==> src/tpds_pkg.sv <==
// Types and constants shared by the trie prefix search block.
// No dependencies.
`timescale 1ns / 1ps
package tpds_pkg;

   localparam int unsigned FULL_COVER_DICT = 2;
   localparam int unsigned NUM_DICTS       = 3;
   localparam int unsigned IDX_CLAMP       = 8191;
   localparam int unsigned SUM_W           = 17;

   typedef enum logic [1:0] {
      OP_NODE_WR = 2'd0,
      OP_HDR_WR  = 2'd1,
      OP_SEARCH  = 2'd2,
      OP_NONE    = 2'd3
   } op_type;

   typedef enum logic {
      KIND_MATCH  = 1'b0,
      KIND_STATUS = 1'b1
   } kind_type;

   typedef struct packed {
      logic [1:0]  op;
      logic [11:0] address;
      logic [1:0]  dict_select;
      logic [15:0] code;
      logic        last_sibling;
      logic [11:0] next_offset;
      logic [19:0] info_start;
      logic [7:0]  info_len;
      logic [12:0] item_count;
      logic [11:0] node_base;
      logic        word_first;
      logic        word_last;
   } req_item_type;

   typedef struct packed {
      req_item_type item;
      logic         grp_ok;
   } q_entry_type;

   typedef struct packed {
      logic [15:0] code;
      logic        last;
      logic [11:0] next;
      logic [19:0] info_start;
      logic [7:0]  info_len;
   } node_type;

   typedef struct packed {
      logic [12:0] count;
      logic [11:0] base;
   } hdr_type;

endpackage

==> src/tpds_if.sv <==
// Valid/ready channel interfaces for request and response transactions.
// Depends on nothing.
`timescale 1ns / 1ps
interface tpds_req_if;
   logic        valid;
   logic        ready;
   logic [1:0]  op;
   logic [11:0] address;
   logic [1:0]  dict_select;
   logic [15:0] code;
   logic        last_sibling;
   logic [11:0] next_offset;
   logic [19:0] info_start;
   logic [7:0]  info_len;
   logic [12:0] item_count;
   logic [11:0] node_base;
   logic        word_first;
   logic        word_last;
   modport source (output valid, op, address, dict_select, code, last_sibling, next_offset,
                   info_start, info_len, item_count, node_base, word_first, word_last,
                   input ready);
   modport sink (input valid, op, address, dict_select, code, last_sibling, next_offset,
                 info_start, info_len, item_count, node_base, word_first, word_last,
                 output ready);
endinterface


==> src/tpds_front.sv <==
// Front stage: takes request transactions, classifies group validity, registers them.
// Depends on tpds_pkg and tpds_if.
`timescale 1ns / 1ps
module tpds_front #(
   parameter int unsigned GROUPS = 64
) (
   input  logic                  clock,
   input  logic                  reset,
   tpds_req_if.sink              req_ch,
   output logic                  ent_valid,
   output tpds_pkg::q_entry_type ent,
   input  logic                  ent_ready
);
   import tpds_pkg::*;

   logic        valid_ff, valid_in;
   q_entry_type ent_ff;
   logic        take;

   assign req_ch.ready = !valid_ff || ent_ready;
   assign take         = req_ch.valid && req_ch.ready;

   always_comb begin
      valid_in = valid_ff;
      if (take) begin
         valid_in = 1'b1;
      end else if (ent_ready) begin
         valid_in = 1'b0;
      end
   end

   always_ff @(posedge clock) begin
      if (reset) begin
         valid_ff <= 1'b0;
      end else begin
         valid_ff <= valid_in;
      end
      if (take) begin
         ent_ff.item.op           <= req_ch.op;
         ent_ff.item.address      <= req_ch.address;
         ent_ff.item.dict_select  <= req_ch.dict_select;
         ent_ff.item.code         <= req_ch.code;
         ent_ff.item.last_sibling <= req_ch.last_sibling;
         ent_ff.item.next_offset  <= req_ch.next_offset;
         ent_ff.item.info_start   <= req_ch.info_start;
         ent_ff.item.info_len     <= req_ch.info_len;
         ent_ff.item.item_count   <= req_ch.item_count;
         ent_ff.item.node_base    <= req_ch.node_base;
         ent_ff.item.word_first   <= req_ch.word_first;
         ent_ff.item.word_last    <= req_ch.word_last;
         ent_ff.grp_ok            <= (req_ch.dict_select < 2'(NUM_DICTS)) &&
                                     ({1'b0, req_ch.address} < 13'(GROUPS));
      end
   end

   assign ent_valid = valid_ff;
   assign ent       = ent_ff;
endmodule

==> src/flat_wrapper.sv <==
// flat-port wrapper written by rule: the top's interface ports become plain ports
module tpds_front_flat import tpds_pkg::*;
#(
   parameter int unsigned GROUPS = 64
)
  (clock, reset, ent_valid, ent, ent_ready, req_ch_valid, req_ch_op, req_ch_address, req_ch_dict_select, req_ch_code, req_ch_last_sibling, req_ch_next_offset, req_ch_info_start, req_ch_info_len, req_ch_item_count, req_ch_node_base, req_ch_word_first, req_ch_word_last, req_ch_ready);
  tpds_req_if req_ch_i ();
  input  logic clock;
  input  logic reset;
  output logic ent_valid;
  output tpds_pkg::q_entry_type ent;
  input  logic ent_ready;
  input wire logic [$bits(req_ch_i.valid)-1:0] req_ch_valid;
  input wire logic [$bits(req_ch_i.op)-1:0] req_ch_op;
  input wire logic [$bits(req_ch_i.address)-1:0] req_ch_address;
  input wire logic [$bits(req_ch_i.dict_select)-1:0] req_ch_dict_select;
  input wire logic [$bits(req_ch_i.code)-1:0] req_ch_code;
  input wire logic [$bits(req_ch_i.last_sibling)-1:0] req_ch_last_sibling;
  input wire logic [$bits(req_ch_i.next_offset)-1:0] req_ch_next_offset;
  input wire logic [$bits(req_ch_i.info_start)-1:0] req_ch_info_start;
  input wire logic [$bits(req_ch_i.info_len)-1:0] req_ch_info_len;
  input wire logic [$bits(req_ch_i.item_count)-1:0] req_ch_item_count;
  input wire logic [$bits(req_ch_i.node_base)-1:0] req_ch_node_base;
  input wire logic [$bits(req_ch_i.word_first)-1:0] req_ch_word_first;
  input wire logic [$bits(req_ch_i.word_last)-1:0] req_ch_word_last;
  output wire logic [$bits(req_ch_i.ready)-1:0] req_ch_ready;
  assign req_ch_i.valid = req_ch_valid;
  assign req_ch_i.op = req_ch_op;
  assign req_ch_i.address = req_ch_address;
  assign req_ch_i.dict_select = req_ch_dict_select;
  assign req_ch_i.code = req_ch_code;
  assign req_ch_i.last_sibling = req_ch_last_sibling;
  assign req_ch_i.next_offset = req_ch_next_offset;
  assign req_ch_i.info_start = req_ch_info_start;
  assign req_ch_i.info_len = req_ch_info_len;
  assign req_ch_i.item_count = req_ch_item_count;
  assign req_ch_i.node_base = req_ch_node_base;
  assign req_ch_i.word_first = req_ch_word_first;
  assign req_ch_i.word_last = req_ch_word_last;
  assign req_ch_ready = req_ch_i.ready;
  tpds_front #(.GROUPS(GROUPS)) u_core (.clock(clock), .reset(reset), .req_ch(req_ch_i), .ent_valid(ent_valid), .ent(ent), .ent_ready(ent_ready));
endmodule
==> config.mk <==
export PLATFORM = sky130hd
export DESIGN_NAME = tpds_front_flat
export DESIGN_NICKNAME = d
export VERILOG_FILES = /design/src/tpds_pkg.sv /design/src/tpds_if.sv /design/src/tpds_front.sv /design/src/flat_wrapper.sv
export SDC_FILE = /design/constraint.sdc
export NUM_CORES = 1
export LEC_CHECK = 0
export ABC_AREA = 1
export BUFFER_PORTS_ARGS = -buffer_cell sky130_fd_sc_hd__buf_4
export CELL_PAD_IN_SITES_DETAIL_PLACEMENT = 0
export CELL_PAD_IN_SITES_GLOBAL_PLACEMENT = 1
export CORE_MARGIN = 5
export CORE_UTILIZATION = 35
export CTS_BUF_LIST = sky130_fd_sc_hd__clkbuf_8 sky130_fd_sc_hd__clkbuf_16
export DETAILED_ROUTE_END_ITERATION = 16
export HOLD_SLACK_MARGIN = 0.15
export PLACE_DENSITY_LB_ADDON = 0.1
export SLEW_MARGIN = 10
export SYNTH_ARGS = -nofsm -noshare
export SYNTH_HDL_FRONTEND = slang
export SYNTH_SLANG_ARGS = --single-unit
==> constraint.sdc <==
create_clock -name clock -period 11.3 [get_ports clock]
set_clock_uncertainty 0.05 [all_clocks]
set_input_delay 2.26 -clock clock [delete_from_list [all_inputs] [get_ports clock]]
set_output_delay 2.26 -clock clock [all_outputs]
set_load 0.005 [all_outputs]
==> results of run 1 <==
[worst min-delay path, cell delays in order (launching register included)]
cell	delay (ns)
dfxtp_1	0.38
nand2_2	0.10
a21oi_2	0.06
[layer usage]
layer | GRT usage | wire length (um) | up-vias
met3 | 0.07883 | 934 | 15
li1 | - | - | 886
met2 | 0.2468 | 4133 | 109
met4 | 0.07031 | 193 | 0
met5 | 0 | 0 | -
met1 | 0.1304 | 2311 | 878
[state kept, by name, summed over array words and instances, names as in the netlist]
signal,cells
u_core.ent,101
u_core.ent_valid,1
[final cells by class]
type,instances,share of cell area
timing repair buffer,207,0.3124
multi-input combinational,10,0.01157
tap,108,0.02716
clock inverter,7,0.008803
inverter,2,0.001509
sequential,102,0.6137
clock buffer,9,0.02490
[logic make-up after synthesis]
| family | after synthesis |
|---|---|
| and+or+nand+nor | 8 |
| DFF | 102 |
| buffers and inverters | 2 |
| AOI/OAI and AO/OA | 2 |
[synthesized netlist by cell type]
cell	count	area, um^2
a21oi_1	1	5.000
a21oi_2	1	8.760
dfxtp_1	1	20.02
edfxtp_1	101	3033
inv_1	2	7.510
nand2_1	3	11.26
nand2_2	1	6.260
nor2_1	4	15.01
[final timing paths]
path	from	endpoint	slack, ns
worst min register to register	u_core.ent_valid$_SDFFE_PP0P_	u_core.ent_valid$_SDFFE_PP0P_	0.52
worst min-delay path	u_core.ent_valid$_SDFFE_PP0P_	u_core.ent_valid$_SDFFE_PP0P_	0.52
worst max register to register	u_core.ent_valid$_SDFFE_PP0P_	u_core.ent[7]$_DFFE_PP_	8.78
worst max-delay path	ent_ready	req_ch_ready	6.28
[through the flow]
step,util,power (W),instance area [um^2]
2_1_floorplan,-,0.0004706,3107
3_3_place_gp,0.5539,0.0005300,4807
3_5_place_dp,0.5539,0.0005324,4807
4_1_cts,0.5732,0.0007295,4975
5_1_grt,0.5732,0.0007541,4975
6_report,0.5732,0.0007183,4975
[where the power goes]
part / internal, W / switching, W
Sequential: 0.000442 / 0.00000592
Clock: 0.0000785 / 0.000118
Combinational: 0.0000466 / 0.0000268
==> flow_summary_export.csv, run 1 <==
group,metric,value,unit
yosys,synth_compound_area_frac,0.004430,
floorplan,rows,34,
route,drc,0,
setup_path,crit_top_cell,"buf_4",
yosys,synth_warnings,0,
route,vias,1888,
sta,rsz0062_at_grt,"false",
cts,cts_max_level,3,
placed_design,globalplace.congestion,0.7437,
cells_and_area,n_antenna_cell,0,
route,drt-wirelength-per-cell,17.02,um
global_routing,grtUsageTotal,0.1411,
yosys,syn_area_per_cell,27.25,um^2
cells_and_area,stdcell_count,445,
setup_path,slowest_stage,"buf_4",
cells_and_area,mostFrequentLayoutCells,"207 x buf_4, 101 x edfxtp_1, 9 x clkbuf_8, 4 x inv_1, 4 x nor2_1",
setup_path,cp_max_fo,2,
cells_and_area,final_common_cell,"buf_4",
cts,clock_sinks,102,
setup_path,worstPathRequired,8.99,ns
setup_path,crit_buf_inv,3,
route,ant_nets,0,
sta,hold_viol_final,0,
cells_and_area,seqCellArea,3053,um^2
cells_and_area,layout-drive-gt1-share,0.6647,
sta,slew_headroom,0.2891,
placed_design,port_buffers,206,
yosys,netlist_instances,114,
cts,clk_pin_slew,0.09,ns
yosys,ys_seq_elements,102,
cts,clk_latency,0.35,ns
cts,cts_buffer_depth,2,
sta,slew_violations,0,
cells_and_area,nNetsFinal,436,
placed_design,place_ws,6.284,ns
route,vias_per_cell,4.243,
worst_hold_path,hold_depth,2,
setup_path,startpoint_type,"input pin",
pwr,leakagePower,2.093,nW
placed_design,dp_cells,429,
cts,cts_buffers,9,
yosys,synth_xor_area_frac,0,
setup_path,critPathTopFamily,"buffers and inverters",
cells_and_area,area_growth,60.13,%
setup_path,critPathKind,"in2out",
yosys,ys_types,8,
run,maxCapViolCount,0,
setup_path,critPathMaxStageDelay,0.14,ns
floorplan,io_pins,207,
global_routing,grt_overflow,0,
sta,tightest_slew,1.064,ns
route,first_pass_iters,4,
global_routing,grt_max_degree,70,
global_routing,grt_pass1_vias,2030,
cells_and_area,multi_input_area,57.56,um^2
setup_path,crit_cells,4,
floorplan,coreArea,8678,um^2
sta,hold_slack,0.5213,ns
cts,root_buffer,"clkbuf_8",
sta,finalSetupViolCount,0,
floorplan,die_y,104.2,um
worst_hold_path,hold_path_class,"reg2reg",
cts,cts_tree,"built",
sta,min_period,5.020,ns
floorplan,start_util,0.3580,
pwr,power_density,144.4,nW/um^2
sta,min_period_over_period,0.4443,
placed_design,dpl.hpwl,5894,um
yosys,yosys.area_share.simple,0.01047,
pwr,peakVddDrop,0.00006208,V
cts,hold_buffers,0,
cts,cts-resized-gates,0,
yosys,syn-num-nets,218,
sta,setup_ws,6.280,ns
sta,fmax,199.2,MHz
setup_path,path_cells,"buf_4 > inv_1 > nand2_2 > buf_4",
cells_and_area,fillers,712,
yosys,synth_area,3107,um^2
setup_path,arrival,2.71,ns
yosys,synth_top_family_by_area,"simple AND/OR/NAND/NOR gates",
floorplan,dieArea,10860,um^2
yosys,synthAdderAreaFrac,0,
yosys,muxShareOfSynthArea,0,
setup_path,endpoint_kind,"primary output",
sta,finalSetupTns,0,ns
outcome,status,"finished, final reports clean",
yosys,seq_area_frac_synth,0.9827,
route,drt_iter0_markers,56,
floorplan,die_w,104.2,um
cts,post_cts_buffers,0,
global_routing,grt_pass1_wl,11410,um
setup_path,worstRegToRegCells,2,
global_routing,antenna_found_initial,0,
route,drt_wl_total,7572,um
Power figures use the tool's default switching activity.
==> inputs of run 2 (changes only) <==
--- a/config.mk
+++ b/config.mk
@@ -10,7 +10,7 @@
 export CELL_PAD_IN_SITES_DETAIL_PLACEMENT = 0
 export CELL_PAD_IN_SITES_GLOBAL_PLACEMENT = 1
 export CORE_MARGIN = 5
-export CORE_UTILIZATION = 35
+export CORE_UTILIZATION = 29
 export CTS_BUF_LIST = sky130_fd_sc_hd__clkbuf_8 sky130_fd_sc_hd__clkbuf_16
 export DETAILED_ROUTE_END_ITERATION = 16
 export HOLD_SLACK_MARGIN = 0.15
==> constraint.sdc (replaced) <==
create_clock -name clock -period 4.1 [get_ports clock]
set_clock_uncertainty 0.05 [all_clocks]
set_input_delay 0.82 -clock clock [delete_from_list [all_inputs] [get_ports clock]]
set_output_delay 0.82 -clock clock [all_outputs]
set_load 0.005 [all_outputs]
==> run 2 against run 1 <==
  * Hold slack got worse by 0.027 ns
  * Critical endpoint unchanged
  * Cell count rose by 6.5%
  * Non-clock buffer count rose by 1
  * Critical path depth did not move
  * Combinational power rose to 2.8 times the previous value
  * Global-route usage fell by 2.4 points
==> flow_summary_export.csv, run 2 (synthesis gave the netlist of run 1 again) <==
group,metric,value,unit
route,first_pass_iters,3,
floorplan,io_pins,207,
sta,tightest_slew,0.4484,ns
cells_and_area,nNetsFinal,437,
route,drt-wirelength-per-cell,16.12,um
setup_path,startpoint_type,"input pin",
floorplan,die_w,113.5,um
cells_and_area,n_antenna_cell,0,
cells_and_area,largest_register_ffs,101,
placed_design,dp_cells,458,
floorplan,dieArea,12880,um^2
pwr,switchingPower,0.0004205,W
pwr,power_density,394.7,nW/um^2
global_routing,grtUsageTotal,0.1166,
route,drt_wl_total,7641,um
setup_path,cp_max_fo,2,
setup_path,critPathMaxStageDelay,0.14,ns
cells_and_area,stdcell_count,474,
placed_design,globalplace.congestion,0.7640,
route,ant_nets,0,
global_routing,grt_pass1_vias,2081,
pwr,p_sw_frac,0.2119,
pwr,combinationalPowerShare,0.103,
floorplan,die_y,113.5,um
global_routing,grt_pass1_wl,11240,um
floorplan,rows,37,
cts,cts_max_level,3,
outcome,status,"finished, final reports clean",
cts,clk_latency,0.35,ns
cts,hold_buffers,0,
sta,fmax,471.2,MHz
worst_hold_path,hold_depth,2,
run,maxCapViolCount,0,
pwr,power.internal,0.001564,W
sta,min_period,2.122,ns
setup_path,arrival,1.25,ns
sta,finalSetupViolCount,0,
setup_path,endpoint_kind,"primary output",
cts,clock_sinks,102,
cts,post_cts_buffers,0,
cts,cts_buffers,9,
sta,hold_slack,0.4946,ns
pwr,power_frac_clock,0.275,
cts,cts_buffer_depth,2,
cts,clk_pin_slew,0.10,ns
setup_path,critPathKind,"in2out",
placed_design,dpl.hpwl,5959,um
setup_path,crit_top_cell,"buf_4",
global_routing,antenna_found_initial,0,
cts,root_buffer,"clkbuf_8",
sta,slew_violations,0,
placed_design,port_buffers,206,
sta,min_period_over_period,0.5176,
setup_path,slowest_stage,"buf_4",
pwr,power_frac_seq,0.622,
sta,slew_headroom,0.7004,
cells_and_area,layout-drive-gt1-share,0.6627,
route,drc,0,
cells_and_area,fillers,922,
cells_and_area,mostFrequentLayoutCells,"207 x buf_4, 101 x edfxtp_1, 9 x clkbuf_8, 4 x nor2_1",
sta,rsz0062_at_grt,"false",
global_routing,grt_max_degree,64,
sta,hold_viol_final,0,
setup_path,path_cells,"buf_4 > inv_1 > nand2_2 > buf_4",
setup_path,worstRegToRegCells,2,
route,drt_iter0_markers,48,
cts,cts-resized-gates,0,
floorplan,start_util,0.2996,
pwr,leakagePower,2.096,nW
global_routing,grt_overflow,0,
cells_and_area,final_common_cell,"buf_4",
floorplan,coreArea,10370,um^2
cts,cts_tree,"built",
route,vias,1888,
pwr,peakVddDrop,0.0001721,V
cells_and_area,area_growth,61.86,%
sta,finalSetupTns,0,ns
setup_path,worstPathRequired,3.23,ns
worst_hold_path,hold_path_class,"reg2reg",
route,vias_per_cell,3.983,
## run 2: cell types whose count changed in the layout (fill, tap and decap cells not counted), sizes merged
| cell | previous run | this run |
|---|---|---|
| inv | 4 | 3 |
| clkinv | 2 | 3 |
| buf | 207 | 208 |
## run 2: layout make-up
cell class	instances	area, um^2	share of cell area
multi-input cells	10	57.56	0.01145
clock buffers	9	123.9	0.02463
repair buffers	208	1574	0.3130
well taps	136	170.2	0.03384
flip-flops and latches	102	3053	0.6071
clock inverters	7	42.54	0.008460
inverters	2	7.507	0.001493
## run 2: stage by stage
step	power (W)	setup WS, ns	area [um^2]	utilization
after floorplan	0.001290	1.023	3118	-
after global placement	0.001466	1.922	4862	0.4689
after detailed placement	0.001469	1.904	4862	0.4689
after CTS	0.002020	1.977	5029	0.4849
after global routing	0.002081	1.943	5029	0.4849
final	0.001985	1.978	5029	0.4849
## run 2: metal layers
metal | vias up | share of wire | global-route usage
li1 | 884 | - | -
met1 | 866 | 0.35 | 0.1212
met2 | 125 | 0.49 | 0.1908
met3 | 13 | 0.14 | 0.06207
met4 | 0 | 0.023 | 0.06090
met5 | - | 0 | 0
## run 2: power groups by stage
stage	clock [W]	combinational [W]	sequential [W]
6_report	0.000547	0.000204	0.00123
3_3_place_gp	0	0.000210	0.00126
2_1_floorplan	0	0.0000218	0.00127
4_1_cts	0.000574	0.000211	0.00123
5_1_grt	0.000620	0.000221	0.00124
3_5_place_dp	0	0.000211	0.00126
## run 2: worst max-delay path: cells and delay by family
kind | cells | cell delay [ns]
simple gates | 1 | 0.08
buf+inv | 3 | 0.36
## run 2: worst paths after layout
check | to | start | slack [ns]
setup reg to reg | u_core.ent[37]$_DFFE_PP_ | u_core.ent_valid$_SDFFE_PP0P_ | 2.51
hold reg to reg | u_core.ent_valid$_SDFFE_PP0P_ | u_core.ent_valid$_SDFFE_PP0P_ | 0.49
hold / removal | u_core.ent_valid$_SDFFE_PP0P_ | u_core.ent_valid$_SDFFE_PP0P_ | 0.49
setup / recovery | req_ch_ready | ent_ready | 1.98
