### config.mk
export PLATFORM = sky130hd
export DESIGN_NAME = tpds_queue
export DESIGN_NICKNAME = d
export VERILOG_FILES = /design/src/tpds_pkg.sv /design/src/tpds_queue.sv
export SDC_FILE = /design/constraint.sdc
export NUM_CORES = 1
export LEC_CHECK = 0
export BUFFER_PORTS_ARGS = -buffer_cell sky130_fd_sc_hd__buf_2
export CAP_MARGIN = 20
export CORE_MARGIN = 2
export CORE_UTILIZATION = 51
export DETAILED_ROUTE_END_ITERATION = 8
export GPL_ROUTABILITY_DRIVEN = 0
export PLACE_DENSITY = 0.81
export SLEW_MARGIN = 40
export SYNTH_ARGS = -nofsm -noshare
export SYNTH_HDL_FRONTEND = slang
export SYNTH_SLANG_ARGS = --single-unit
### constraint.sdc
create_clock -name clock -period 3.85 [get_ports clock]
set_input_delay 0.1925 -clock clock [delete_from_list [all_inputs] [get_ports clock]]
set_output_delay 0.1925 -clock clock [all_outputs]
set_load 0.05 [all_outputs]
### src/tpds_pkg.sv
// Types and constants shared by the trie prefix search block.
// No dependencies.
`timescale 1ns / 1ps
package tpds_pkg;

   localparam int unsigned FULL_COVER_DICT = 2;
   localparam int unsigned NUM_DICTS       = 3;
   localparam int unsigned IDX_CLAMP       = 8191;
   localparam int unsigned SUM_W           = 17;

   typedef enum logic [1:0] {
      OP_NODE_WR = 2'd0,
      OP_HDR_WR  = 2'd1,
      OP_SEARCH  = 2'd2,
      OP_NONE    = 2'd3
   } op_type;

   typedef enum logic {
      KIND_MATCH  = 1'b0,
      KIND_STATUS = 1'b1
   } kind_type;

   typedef struct packed {
      logic [1:0]  op;
      logic [11:0] address;
      logic [1:0]  dict_select;
      logic [15:0] code;
      logic        last_sibling;
      logic [11:0] next_offset;
      logic [19:0] info_start;
      logic [7:0]  info_len;
      logic [12:0] item_count;
      logic [11:0] node_base;
      logic        word_first;
      logic        word_last;
   } req_item_type;

   typedef struct packed {
      req_item_type item;
      logic         grp_ok;
   } q_entry_type;

   typedef struct packed {
      logic [15:0] code;
      logic        last;
      logic [11:0] next;
      logic [19:0] info_start;
      logic [7:0]  info_len;
   } node_type;

   typedef struct packed {
      logic [12:0] count;
      logic [11:0] base;
   } hdr_type;

endpackage

### src/tpds_queue.sv
// Short FIFO of classified transactions between front and back.
// Depends on tpds_pkg.
`timescale 1ns / 1ps
module tpds_queue (
   input  logic                  clock,
   input  logic                  reset,
   input  logic                  push_valid,
   input  tpds_pkg::q_entry_type push_ent,
   output logic                  push_ready,
   output logic                  pop_valid,
   output tpds_pkg::q_entry_type pop_ent,
   input  logic                  pop_ready
);
   import tpds_pkg::*;

   localparam int unsigned DEPTH = 4;
   localparam int unsigned PW    = $clog2(DEPTH);

   q_entry_type   slot_ff [DEPTH];
   logic [PW-1:0] wr_ptr_ff, wr_ptr_in, rd_ptr_ff, rd_ptr_in;
   logic [PW:0]   count_ff, count_in;
   logic          push, pop;

   assign push_ready = count_ff != (PW+1)'(DEPTH);
   assign pop_valid  = count_ff != '0;
   assign push       = push_valid && push_ready;
   assign pop        = pop_valid && pop_ready;
   assign pop_ent    = slot_ff[rd_ptr_ff];

   always_comb begin
      wr_ptr_in = push ? wr_ptr_ff + 1'b1 : wr_ptr_ff;
      rd_ptr_in = pop ? rd_ptr_ff + 1'b1 : rd_ptr_ff;
      count_in  = count_ff + (PW+1)'(push) - (PW+1)'(pop);
   end

   always_ff @(posedge clock) begin
      if (reset) begin
         wr_ptr_ff <= '0;
         rd_ptr_ff <= '0;
         count_ff  <= '0;
      end else begin
         wr_ptr_ff <= wr_ptr_in;
         rd_ptr_ff <= rd_ptr_in;
         count_ff  <= count_in;
      end
      if (push) begin
         slot_ff[wr_ptr_ff] <= push_ent;
      end
   end
endmodule

==> metrics.md, run 1 <==
| Metric | Value |
|---|---|
| EDFF count, synth | between 400 and 500 |
| Number of primary I/O pins | 208 |
| Cell at the root of the clock tree | sky130_fd_sc_hd__clkbuf_16 |
| Async set-reset flop share out of synthesis | 0% |
| Yosys Warn Count | 0 |
| Final-report setup violation count | 0 |
| Most frequent cells in the layout | 404 x sky130_fd_sc_hd__edfxtp_1, 207 x sky130_fd_sc_hd__buf_2, 102 x sky130_fd_sc_hd__dlygate4sd3_1, 101 x sky130_fd_sc_hd__mux4_2, 41 x sky130_fd_sc_hd__clkbuf_16 |
| Worst-margin pin slew | around 0.84 ns |
| Most used flip-flop cell after synthesis | sky130_fd_sc_hd__edfxtp_1 |
| Setup total negative slack | 0 ns |
| Die area | around 0.031 mm2 |
| Status | complete, no violations |
| # clock sinks | 413 |
| TritonCTS clock tree | built |
| Number of DRC markers after the initial detailed-route iteration | between 400 and 500 |
| Share of layout cells above drive strength 1 | 40.91% |
| Drt pass-1 iters | 4 |
| Setup repair after global routing missed its margin | no |
| Die X-Extent | 175.8 um |
| Worst Path Arrival | roughly 2.4 ns |
| Max rail drop VDD | approximately 0.00060 V |
| Clock buffer count from CTS | 40 |
| Sum of overflow across all layers after global routing | 0 |
| Clock skew after layout | roughly 0.0097 ns |
| Critical Path End Type | primary output |
| Routed length per instance | 21.64 um |
| CTS H-tree depth | 2 |
| Worst setup slack after layout | about 1.2 ns |
| Static Leakage | 6.397 nW |
| Detail-routed via count per cell | 5.414 |
| Max transition margin | between 40 and 50% |
| Final cycle utilization of the critical path | about two thirds |
| Post-route DRC | 0 |
| Cell area power density | between 700 and 800 mW/mm2 |
| Routed WL | approximately 29 mm |
| Most common cell after layout, fill and taps aside | sky130_fd_sc_hd__edfxtp_1 |
| Peak clock frequency supported by timing | 381.2 MHz |
| Global-route wire length before repair | ~44 mm |
| Total via count after detailed routing | just over 7000 |
| Count of maximum capacitance violations | 0 |
| Final Max Tran Viols | 0 |
| Share of the synthesized area in the top cell type | between 80% and 90% |
| Post-layout min period | approximately 2.6 ns |
| Number of endpoints with negative hold slack in the final report | 0 |
| Element type at the critical path start | register |
| Synth unique cells | 23 |
| Initial antenna violation count | 2 |
| Detailed placer's ending HPWL | about 17 mm |
| Yosys reg bits | slightly above 400 |
| Post-cts repair resize count | 0 |
| CP Data Required Time | 3.66 ns |
| Area growth from synthesis to layout | 25.51% |
| Vias in the first global route | 7766 |
| Number of buffers inserted by port buffering | ~210 |
| Type of the worst setup path | reg -> out |
| Instance count of the mapped netlist | 576 |
| Area leader, netlist | sky130_fd_sc_hd__edfxtp_1 |
| # Post-CTS Setup Buffers | 0 |
| Largest fanout on the critical path | 54 |
| Deepest clock path buffer count | 3 |
| Path category of the worst min-delay check | in -> reg |
| Largest net degree at the start of global routing | between 80 and 90 |
| Worst reg2reg setup slack | about 1.4 ns |
| Worst setup timing slack at the placement stage | approximately 1.4 ns |
| Count of nets left with antenna violations after detail routing | 0 |
| Mapped Avg Cell Area | 26.12 um2 |
| Standard-cell rows | 62 |
| Die height | 175.8 um |
| Core area | between 0.02 and 0.03 mm2 |
| Final net count | 1025 |
| Number of hold buffers added after cts | between 100 and 150 |
| Post-Route Utilization | approximately two thirds |
| Clock slew at the register clock pins of the worst setup and hold paths | roughly 0.06 ns |
| Synthesized area | approximately 0.015 mm2 |
| Mapped Nets | roughly 690 |
| Global router's overall resource usage | about a fifth |
| Power after layout | between 0.01 and 0.015 W |
| Share of the yosys chip area belonging to registers | 81.83% |
| Initial Utilization | between 50% and 60% |
| Synth area leaders | sky130_fd_sc_hd__edfxtp_1 81%, sky130_fd_sc_hd__mux4_2 15%, sky130_fd_sc_hd__dfxtp_1 1.2% |
| Clock latency of the later-clocked register in the worst-skew pair | around 0.51 ns |
## metal layers
metal	track usage (%)	wire (um)	vias to the layer above
met5	0	0	-
met4	5.854	683	0
met3	4.848	1895	52
met2	32.00	14790	246
met1	24.26	11350	3732
li1	-	-	3155
## sequential cells by signal, summed over array words and instances, names as in the netlist, named ones only
register / count
slot_ff: 404
count_ff: 3
rd_ptr_ff: 2
wr_ptr_ff: 2
## final timing paths
check,start,depth (start not counted),endpoint
worst max-delay path,register,3,pop_ent[63]
worst min-delay path,pop_ready,4,rd_ptr_ff[1]
worst max register to register,count_ff[1],11,count_ff[2]
worst min register to register,wr_ptr_ff[1],2,wr_ptr_ff[1]
## through the flow
stage | hold WS (ns) | area, um2 | instances
5_1_grt | 0.1453 | 18880 | 1327
2_1_floorplan | 0.2914 | 15050 | 576
3_3_place_gp | 0.4054 | 16560 | 1153
4_1_cts | 0.09496 | 18880 | 1325
3_5_place_dp | 0.4081 | 16560 | 1153
6_report | 0.1152 | 18880 | 1327
## cell type report
class                           instances  area (um2)
Clock inverter                         22       244.0
Multi-Input combinational cell        135        2551
Fill cell                            1899        9975
Sequential cell                       413       12320
Antenna cell                            2       5.005
Timing Repair Buffer                  318        2212
Clock buffer                           48        1052
Inverter                                5       18.77
Tap cell                              384       480.5
## logic make-up (layout without fill, tap and decap cells)
group	Yosys count	in the layout	synth area share, %
buffers and inverters	28	393	1.281
and+or+nand+nor	19	19	0.6320
xor gates and xnor gates	3	3	0.1747
AOI/OAI and AO/OA	3	3	0.1913
other	0	2	0
muxes	103	103	15.26
adders and majority gates	7	7	0.6320
DFF	413	413	81.83
## synth_stat cells, types with 2 or more instances
cell type                  instances
sky130_fd_sc_hd__mux4_2          101
sky130_fd_sc_hd__ha_1              6
sky130_fd_sc_hd__nand2b_1          2
sky130_fd_sc_hd__edfxtp_1        404
sky130_fd_sc_hd__nor2_1            8
sky130_fd_sc_hd__buf_2            10
sky130_fd_sc_hd__inv_1             5
sky130_fd_sc_hd__clkbuf_1          3
sky130_fd_sc_hd__xor2_1            2
sky130_fd_sc_hd__and2_1            5
sky130_fd_sc_hd__buf_6            10
sky130_fd_sc_hd__dfxtp_1           9
## worst max-delay path, stage by stage, from the launching register on
cell,delay [ns]
sky130_fd_sc_hd__dfxtp_4,0.88
sky130_fd_sc_hd__buf_12,0.34
sky130_fd_sc_hd__mux4_2,0.39
sky130_fd_sc_hd__buf_2,0.24
## where the power goes
part / internal [W] / total, W / switching (W)
logic: 0.00135 / 0.00436 / 0.00301
registers: 0.00551 / 0.00569 / 0.000180
clock network: 0.00229 / 0.00382 / 0.00153
total: 0.00914 / 0.0139 / 0.00472
Power figures use the tool's default switching activity.
==> run 2: changes to the inputs <==
clock period = 2.4 ns   (was 3.85 ns; I/O delays follow)
==> run 2 against run 1 <==
Compared with the run above: first-iteration DRC count is 10% higher; critical endpoint is now pop_ent[42]; flip-flop and latch count stayed put; core utilization is 0.47 points higher; largest cell class unchanged.
==> metrics.md, run 2 (same netlist as run 1, synthesis figures left out) <==
| Metric | Value |
|---|---|
| Die area | 0.03089 mm2 (unchanged) |
| Final non-filler cell total | 1336 (was 1327) |
| Path category of the worst min-delay check | in -> reg (unchanged) |
| Largest net degree at the start of global routing | 70 (was 88) |
| Die height | 175.8 um (unchanged) |
| Core area | 0.02886 mm2 (unchanged) |
| Status | complete, no violations (unchanged) |
| Worst Path Arrival | 2.08 ns (was 2.43 ns) |
| Drt pass-1 iters | 4 (unchanged) |
| Initial antenna violation count | 1 (was 2) |
| # clock sinks | 413 (unchanged) |
| Die X-Extent | 175.8 um (unchanged) |
| Static Leakage | 6.465 nW (was 6.397 nW) |
| Most frequent cells in the layout | 404 x sky130_fd_sc_hd__edfxtp_1, 207 x sky130_fd_sc_hd__buf_2, 102 x sky130_fd_sc_hd__dlygate4sd3_1, 101 x sky130_fd_sc_hd__mux4_2, 42 x sky130_fd_sc_hd__clkbuf_16 (was 404 x sky130_fd_sc_hd__edfxtp_1, 207 x sky130_fd_sc_hd__buf_2, 102 x sky130_fd_sc_hd__dlygate4sd3_1, 101 x sky130_fd_sc_hd__mux4_2, 41 x sky130_fd_sc_hd__clkbuf_16) |
| Largest fanout on the critical path | 40 (was 54) |
| Wire length on met1 | 11.75 mm (was 11.35 mm) |
| Cell at the root of the clock tree | sky130_fd_sc_hd__clkbuf_16 (unchanged) |
| Clock latency of the later-clocked register in the worst-skew pair | 0.51 ns (about the same) |
| Standard-cell rows | 62 (unchanged) |
| Biggest registers after layout | slot_ff x404, count_ff x3 (unchanged) |
| Deepest clock path buffer count | 3 (unchanged) |
| TritonCTS clock tree | built (unchanged) |
| Count of maximum capacitance violations | 0 (unchanged) |
| Final-report setup violation count | 0 (unchanged) |
| Number of cells after detailed placement | 1159 (was 1153) |
| Number of DRC markers after the initial detailed-route iteration | 521 (was 473) |
| Max transition margin | 66.33% (was 44.14%) |
| Total via count after detailed routing | 7123 (was 7185) |
| Global router's overall resource usage | 18.73% (was 18.88%) |
| Register with the most flip-flops | slot_ff (unchanged) |
| Detailed placer's ending HPWL | 16.27 mm (was 16.61 mm) |
| Clock skew after layout | 0.01017 ns (was 0.009734 ns) |
| Number of primary I/O pins | 208 (unchanged) |
| Clock slew at the register clock pins of the worst setup and hold paths | 0.06 ns (about the same) |
| Critical Path End Type | primary output (unchanged) |
| CP Data Required Time | 2.28 ns (was 3.66 ns) |
| Clock buffer count from CTS | 41 (was 40) |
| Worst-margin pin slew | 0.5050 ns (was 0.8379 ns) |
| Max rail drop VDD | 0.001079 V (was 0.0006014 V) |
| Element type at the critical path start | register (unchanged) |
| Vias in the first global route | 7702 (was 7766) |
| Post-Route Utilization | 65.91% (was 65.44%) |
| Sum of overflow across all layers after global routing | 0 (unchanged) |
| Detailed route wirelength on metal3 | 1.890 mm (was 1.895 mm) |
| Cell area power density | 1178 mW/mm2 (was 734.2 mW/mm2) |
| Type of the worst setup path | reg -> out (unchanged) |
| Peak clock frequency supported by timing | around 450 MHz |
| Most common cell after layout, fill and taps aside | sky130_fd_sc_hd__edfxtp_1 (unchanged) |
| Area growth from synthesis to layout | 26.41% (was 25.51%) |
| Initial Utilization | 52.14% (unchanged) |
| Share of layout cells above drive strength 1 | 41.54% (was 40.91%) |
| Number of buffers inserted by port buffering | 207 (unchanged) |
| Post-layout min period | 2.200 ns |
| Final cycle utilization of the critical path | 91.68% |
| # Post-CTS Setup Buffers | 0 (unchanged) |
| Routed WL | 28.76 mm (was 28.72 mm) |
| Detailed-routed wire length on met2 | 14.66 mm (was 14.79 mm) |
| Uppermost routed layer | met4 (unchanged) |
| Final design area excluding fillers | 0.01902 mm2 (was 0.01888 mm2) |
| Count of nets left with antenna violations after detail routing | 0 (unchanged) |
| Setup total negative slack | 0 ns (unchanged) |
| Final net count | 1033 (was 1025) |
| Final Max Tran Viols | 0 (unchanged) |
| Post-route DRC | 0 (unchanged) |
| Setup repair after global routing missed its margin | no (unchanged) |
| Max FFs per register | 404 (unchanged) |
| Placement-stage cell area | 0.01666 mm2 (was 0.01656 mm2) |
| CTS H-tree depth | 2 (unchanged) |
| Detail-routed via count per cell | 5.332 (was 5.414) |
| Global-route wire length before repair | 43.93 mm (was 44.06 mm) |
| Number of endpoints with negative hold slack in the final report | 0 (unchanged) |
| Routed length per instance | 21.53 um (was 21.64 um) |
run 2: layout make-up:
cell class / instances / area [um2]
clock buffer: 48 / 1052
timing repair buffer: 325 / 2340
tap: 384 / 480.5
inverter: 5 / 18.77
fill: 1858 / 9838
sequential: 413 / 12320
antenna: 1 / 2.502
multi-input combinational: 135 / 2551
clock inverter: 25 / 254.0
run 2: path summary, 6_finish.rpt:
| path | slack, ns | cells after the start | startpoint | endpoint |
|---|---|---|---|---|
| min reg2reg | 0.52 | 2 | wr_ptr_ff[1] | wr_ptr_ff[1] |
| max reg2reg | 0.25 | 11 | count_ff[0] | count_ff[2] |
| min | 0.1 | 4 | pop_ready | register |
| max | 0.20 | 3 | register | pop_ent[42] |
run 2: routing by layer:
layer  vias to the layer above  track usage (%)
met3                        43            4.719
met2                       241            31.53
met1                      3675            25.05
met4                         0            4.304
met5                         -                0
li1                       3164                -
run 2: power by group:
| part | internal, W | leakage, nW | switching [W] | total [W] |
|---|---|---|---|---|
| clock | 0.00368 | 0.646 | 0.00254 | 0.00622 |
| sequential | 0.00884 | 3.78 | 0.000271 | 0.00911 |
| combinational | 0.00225 | 2.04 | 0.00484 | 0.00708 |
| total | 0.0148 | 6.47 | 0.00764 | 0.0224 |
run 2: worst max-delay path: stages, from the launching register on:
cell	delay, ns
sky130_fd_sc_hd__dfxtp_4	0.42
sky130_fd_sc_hd__buf_12	0.31
sky130_fd_sc_hd__mux4_2	0.56
sky130_fd_sc_hd__buf_2	0.23
run 2: per-stage QoR:
step | worst slack (ns) | hold WS (ns) | total power, W
global route | 0.04040 | 0.1115 | 0.02328
floorplan | -0.09281 | 0.2189 | 0.01463
global placement | 0.2738 | 0.3311 | 0.01610
detailed placement | 0.1648 | 0.3355 | 0.01621
CTS | 0.04859 | 0.07525 | 0.02255
finish | 0.1996 | 0.09559 | 0.02241
run 2: timing repair:
action,in CTS,in global routing
resized for setup,0,2
endpoints found under the hold margin,411,0
setup endpoints to repair,0,29
hold buffers,102,0
==> run 3: changes to the inputs <==
CORE_UTILIZATION = 53   (was 51)
CTS_BUF_LIST = sky130_fd_sc_hd__clkbuf_8   (was not set)
PLACE_DENSITY = 0.83   (was 0.81)
==> run 3 against run 2 <==
Compared with the run above: non-clock buffer count fell by 1; highest routed layer unchanged; first-iteration DRC count rose by 3.6%; flip-flop and latch count did not move.
==> metrics.md, run 3 (same netlist as run 1, synthesis figures left out) <==
| Metric | Value |
|---|---|
| Status | complete, no violations (unchanged) |
| Routed WL | 28.61 mm (was 28.76 mm) |
| Post-Route Utilization | 67.76% (was 65.91%) |
| Most frequent cells in the layout | 404 x sky130_fd_sc_hd__edfxtp_1, 207 x sky130_fd_sc_hd__buf_2, 103 x sky130_fd_sc_hd__dlygate4sd3_1, 101 x sky130_fd_sc_hd__mux4_2, 71 x sky130_fd_sc_hd__clkbuf_8 (was 404 x sky130_fd_sc_hd__edfxtp_1, 207 x sky130_fd_sc_hd__buf_2, 102 x sky130_fd_sc_hd__dlygate4sd3_1, 101 x sky130_fd_sc_hd__mux4_2, 42 x sky130_fd_sc_hd__clkbuf_16) |
| Cell area power density | 1141 mW/mm2 (was 1178 mW/mm2) |
| Post-route DRC | 0 (unchanged) |
| Clock slew at the register clock pins of the worst setup and hold paths | 0.06 ns (about the same) |
| Total via count after detailed routing | 7301 (was 7123) |
| Routed length per instance | 20.87 um (was 21.53 um) |
| Vias in the first global route | 7866 (was 7702) |
| Largest fanout on the critical path | 34 (was 40) |
| Biggest registers after layout | slot_ff x404, count_ff x3 (unchanged) |
| Register with the most flip-flops | slot_ff (unchanged) |
| Path category of the worst min-delay check | in -> reg (unchanged) |
| Static Leakage | 6.494 nW (was 6.465 nW) |
| Type of the worst setup path | reg -> out (unchanged) |
| CTS H-tree depth | 2 (unchanged) |
| Max FFs per register | 404 (unchanged) |
| Peak clock frequency supported by timing | 435.4 MHz (was 454.5 MHz) |
| # clock sinks | 413 (unchanged) |
| Die area | 0.02975 mm2 (was 0.03089 mm2) |
| # Post-CTS Setup Buffers | 0 (unchanged) |
| Die height | 172.5 um (was 175.8 um) |
| Detail-routed via count per cell | 5.325 (was 5.332) |
| Share of layout cells above drive strength 1 | 42.08% (was 41.54%) |
| Number of DRC markers after the initial detailed-route iteration | 540 (was 521) |
| Element type at the critical path start | register (unchanged) |
| Critical Path End Type | primary output (unchanged) |
| Standard-cell rows | 61 (was 62) |
| Number of primary I/O pins | 208 (unchanged) |
| Final Max Tran Viols | 0 (unchanged) |
| Clock skew after layout | 0.01099 ns (was 0.01017 ns) |
| Max rail drop VDD | 0.0009242 V (was 0.001079 V) |
| CP Data Required Time | 2.28 ns (about the same) |
| Die X-Extent | 172.5 um (was 175.8 um) |
| Final net count | 1052 (was 1033) |
| Clock buffer count from CTS | 61 (was 41) |
| Area growth from synthesis to layout | 25.46% (was 26.41%) |
| Largest net degree at the start of global routing | 69 (was 70) |
| Cell at the root of the clock tree | sky130_fd_sc_hd__clkbuf_8 (was sky130_fd_sc_hd__clkbuf_16) |
| Core area | 0.02786 mm2 (was 0.02886 mm2) |
| Initial Utilization | 54.01% (was 52.14%) |
| Post-layout min period | 2.297 ns (was 2.200 ns) |
| Worst-margin pin slew | 0.5118 ns (was 0.5050 ns) |
| Worst Path Arrival | 2.18 ns (was 2.08 ns) |
| Sum of overflow across all layers after global routing | 0 (unchanged) |
| Max transition margin | 65.88% (was 66.33%) |
| Number of endpoints with negative hold slack in the final report | 0 (unchanged) |
| Most common cell after layout, fill and taps aside | sky130_fd_sc_hd__edfxtp_1 (unchanged) |
| TritonCTS clock tree | built (unchanged) |
| Count of maximum capacitance violations | 0 (unchanged) |
| Setup repair after global routing missed its margin | yes (was no) |
| Initial antenna violation count | 2 (was 1) |
| Global router's overall resource usage | 19.22% (was 18.73%) |
| Final-report setup violation count | 0 (unchanged) |
| Clock latency of the later-clocked register in the worst-skew pair | 0.59 ns (was 0.51 ns) |
| Detailed placer's ending HPWL | 15.65 mm (was 16.27 mm) |
| Global-route wire length before repair | 42.44 mm (was 43.93 mm) |
| Number of buffers inserted by port buffering | 207 (unchanged) |
| Drt pass-1 iters | 4 (unchanged) |
| Count of nets left with antenna violations after detail routing | 0 (unchanged) |
| Deepest clock path buffer count | 3 (unchanged) |
| Final cycle utilization of the critical path | 95.70% (was 91.68%) |
| Setup total negative slack | 0 ns (unchanged) |
## run 3: cell count changes in the layout (fill, tap and decap cells not counted), moves of 3 or more
cell,delta
sky130_fd_sc_hd__clkinv_1,+7
sky130_fd_sc_hd__clkbuf_16,-42
sky130_fd_sc_hd__inv_1,+20
sky130_fd_sc_hd__clkbuf_8,+71
sky130_fd_sc_hd__clkinv_2,-3
sky130_fd_sc_hd__bufinv_16,-4
sky130_fd_sc_hd__clkbuf_1,-7
## run 3: cell type report
class,count,area (um2)
Tap cell,378,473.0
Clock inverter,43,203.9
Clock buffer,71,977.2
Timing Repair Buffer,324,2310
Antenna cell,2,5.005
Multi-Input combinational cell,135,2564
Sequential cell,413,12320
Inverter,5,18.77
Fill cell,1678,8982
## run 3: metal layers
layer | global-route usage (%) | vias to the layer above | wire length [um]
met1 | 24.50 | 3767 | 11500
met4 | 5.700 | 0 | 512
li1 | - | 3219 | -
met5 | 0 | - | 0
met2 | 33.03 | 268 | 14610
met3 | 4.738 | 47 | 1989
## run 3: worst paths after layout
path                                   start            to  slack [ns]  depth (start not counted)
worst max register to register   count_ff[1]   count_ff[2]        0.13                         11
worst min-delay path              push_valid  wr_ptr_ff[1]        0.10                          4
worst min register to register  wr_ptr_ff[1]  wr_ptr_ff[1]        0.54                          2
worst max-delay path                register   pop_ent[97]        0.10                          3
## run 3: critical path: stages, from the launching register on
cell,delay (ns)
sky130_fd_sc_hd__dfxtp_4,0.46
sky130_fd_sc_hd__buf_12,0.30
sky130_fd_sc_hd__mux4_2,0.56
sky130_fd_sc_hd__buf_2,0.24
## run 3: per-stage QoR
stage	setup WS (ns)	power [W]	hold slack, ns	area (um2)	instances
2_1_floorplan	-0.09281	0.01463	0.2189	15050	576
3_3_place_gp	0.2646	0.01612	0.3325	16640	1152
3_5_place_dp	0.1104	0.01625	0.3358	16640	1152
4_1_cts	0.03686	0.02169	0.05793	18850	1369
5_1_grt	-0.002929	0.02237	0.08838	18870	1370
6_report	0.1032	0.02153	0.1048	18880	1371
## run 3: timing repair
| action | CTS | global route |
|---|---|---|
| hold buffers | 103 | 0 |
| endpoints found under the hold margin | 413 | 0 |
| endpoints found under the setup margin | 0 | 2 |
| gates resized for setup | 0 | 5 |
## run 3: report_power, final
group	switching [W]	internal (W)
Sequential	0.000249	0.00884
Clock	0.00252	0.00279
Combinational	0.00488	0.00225
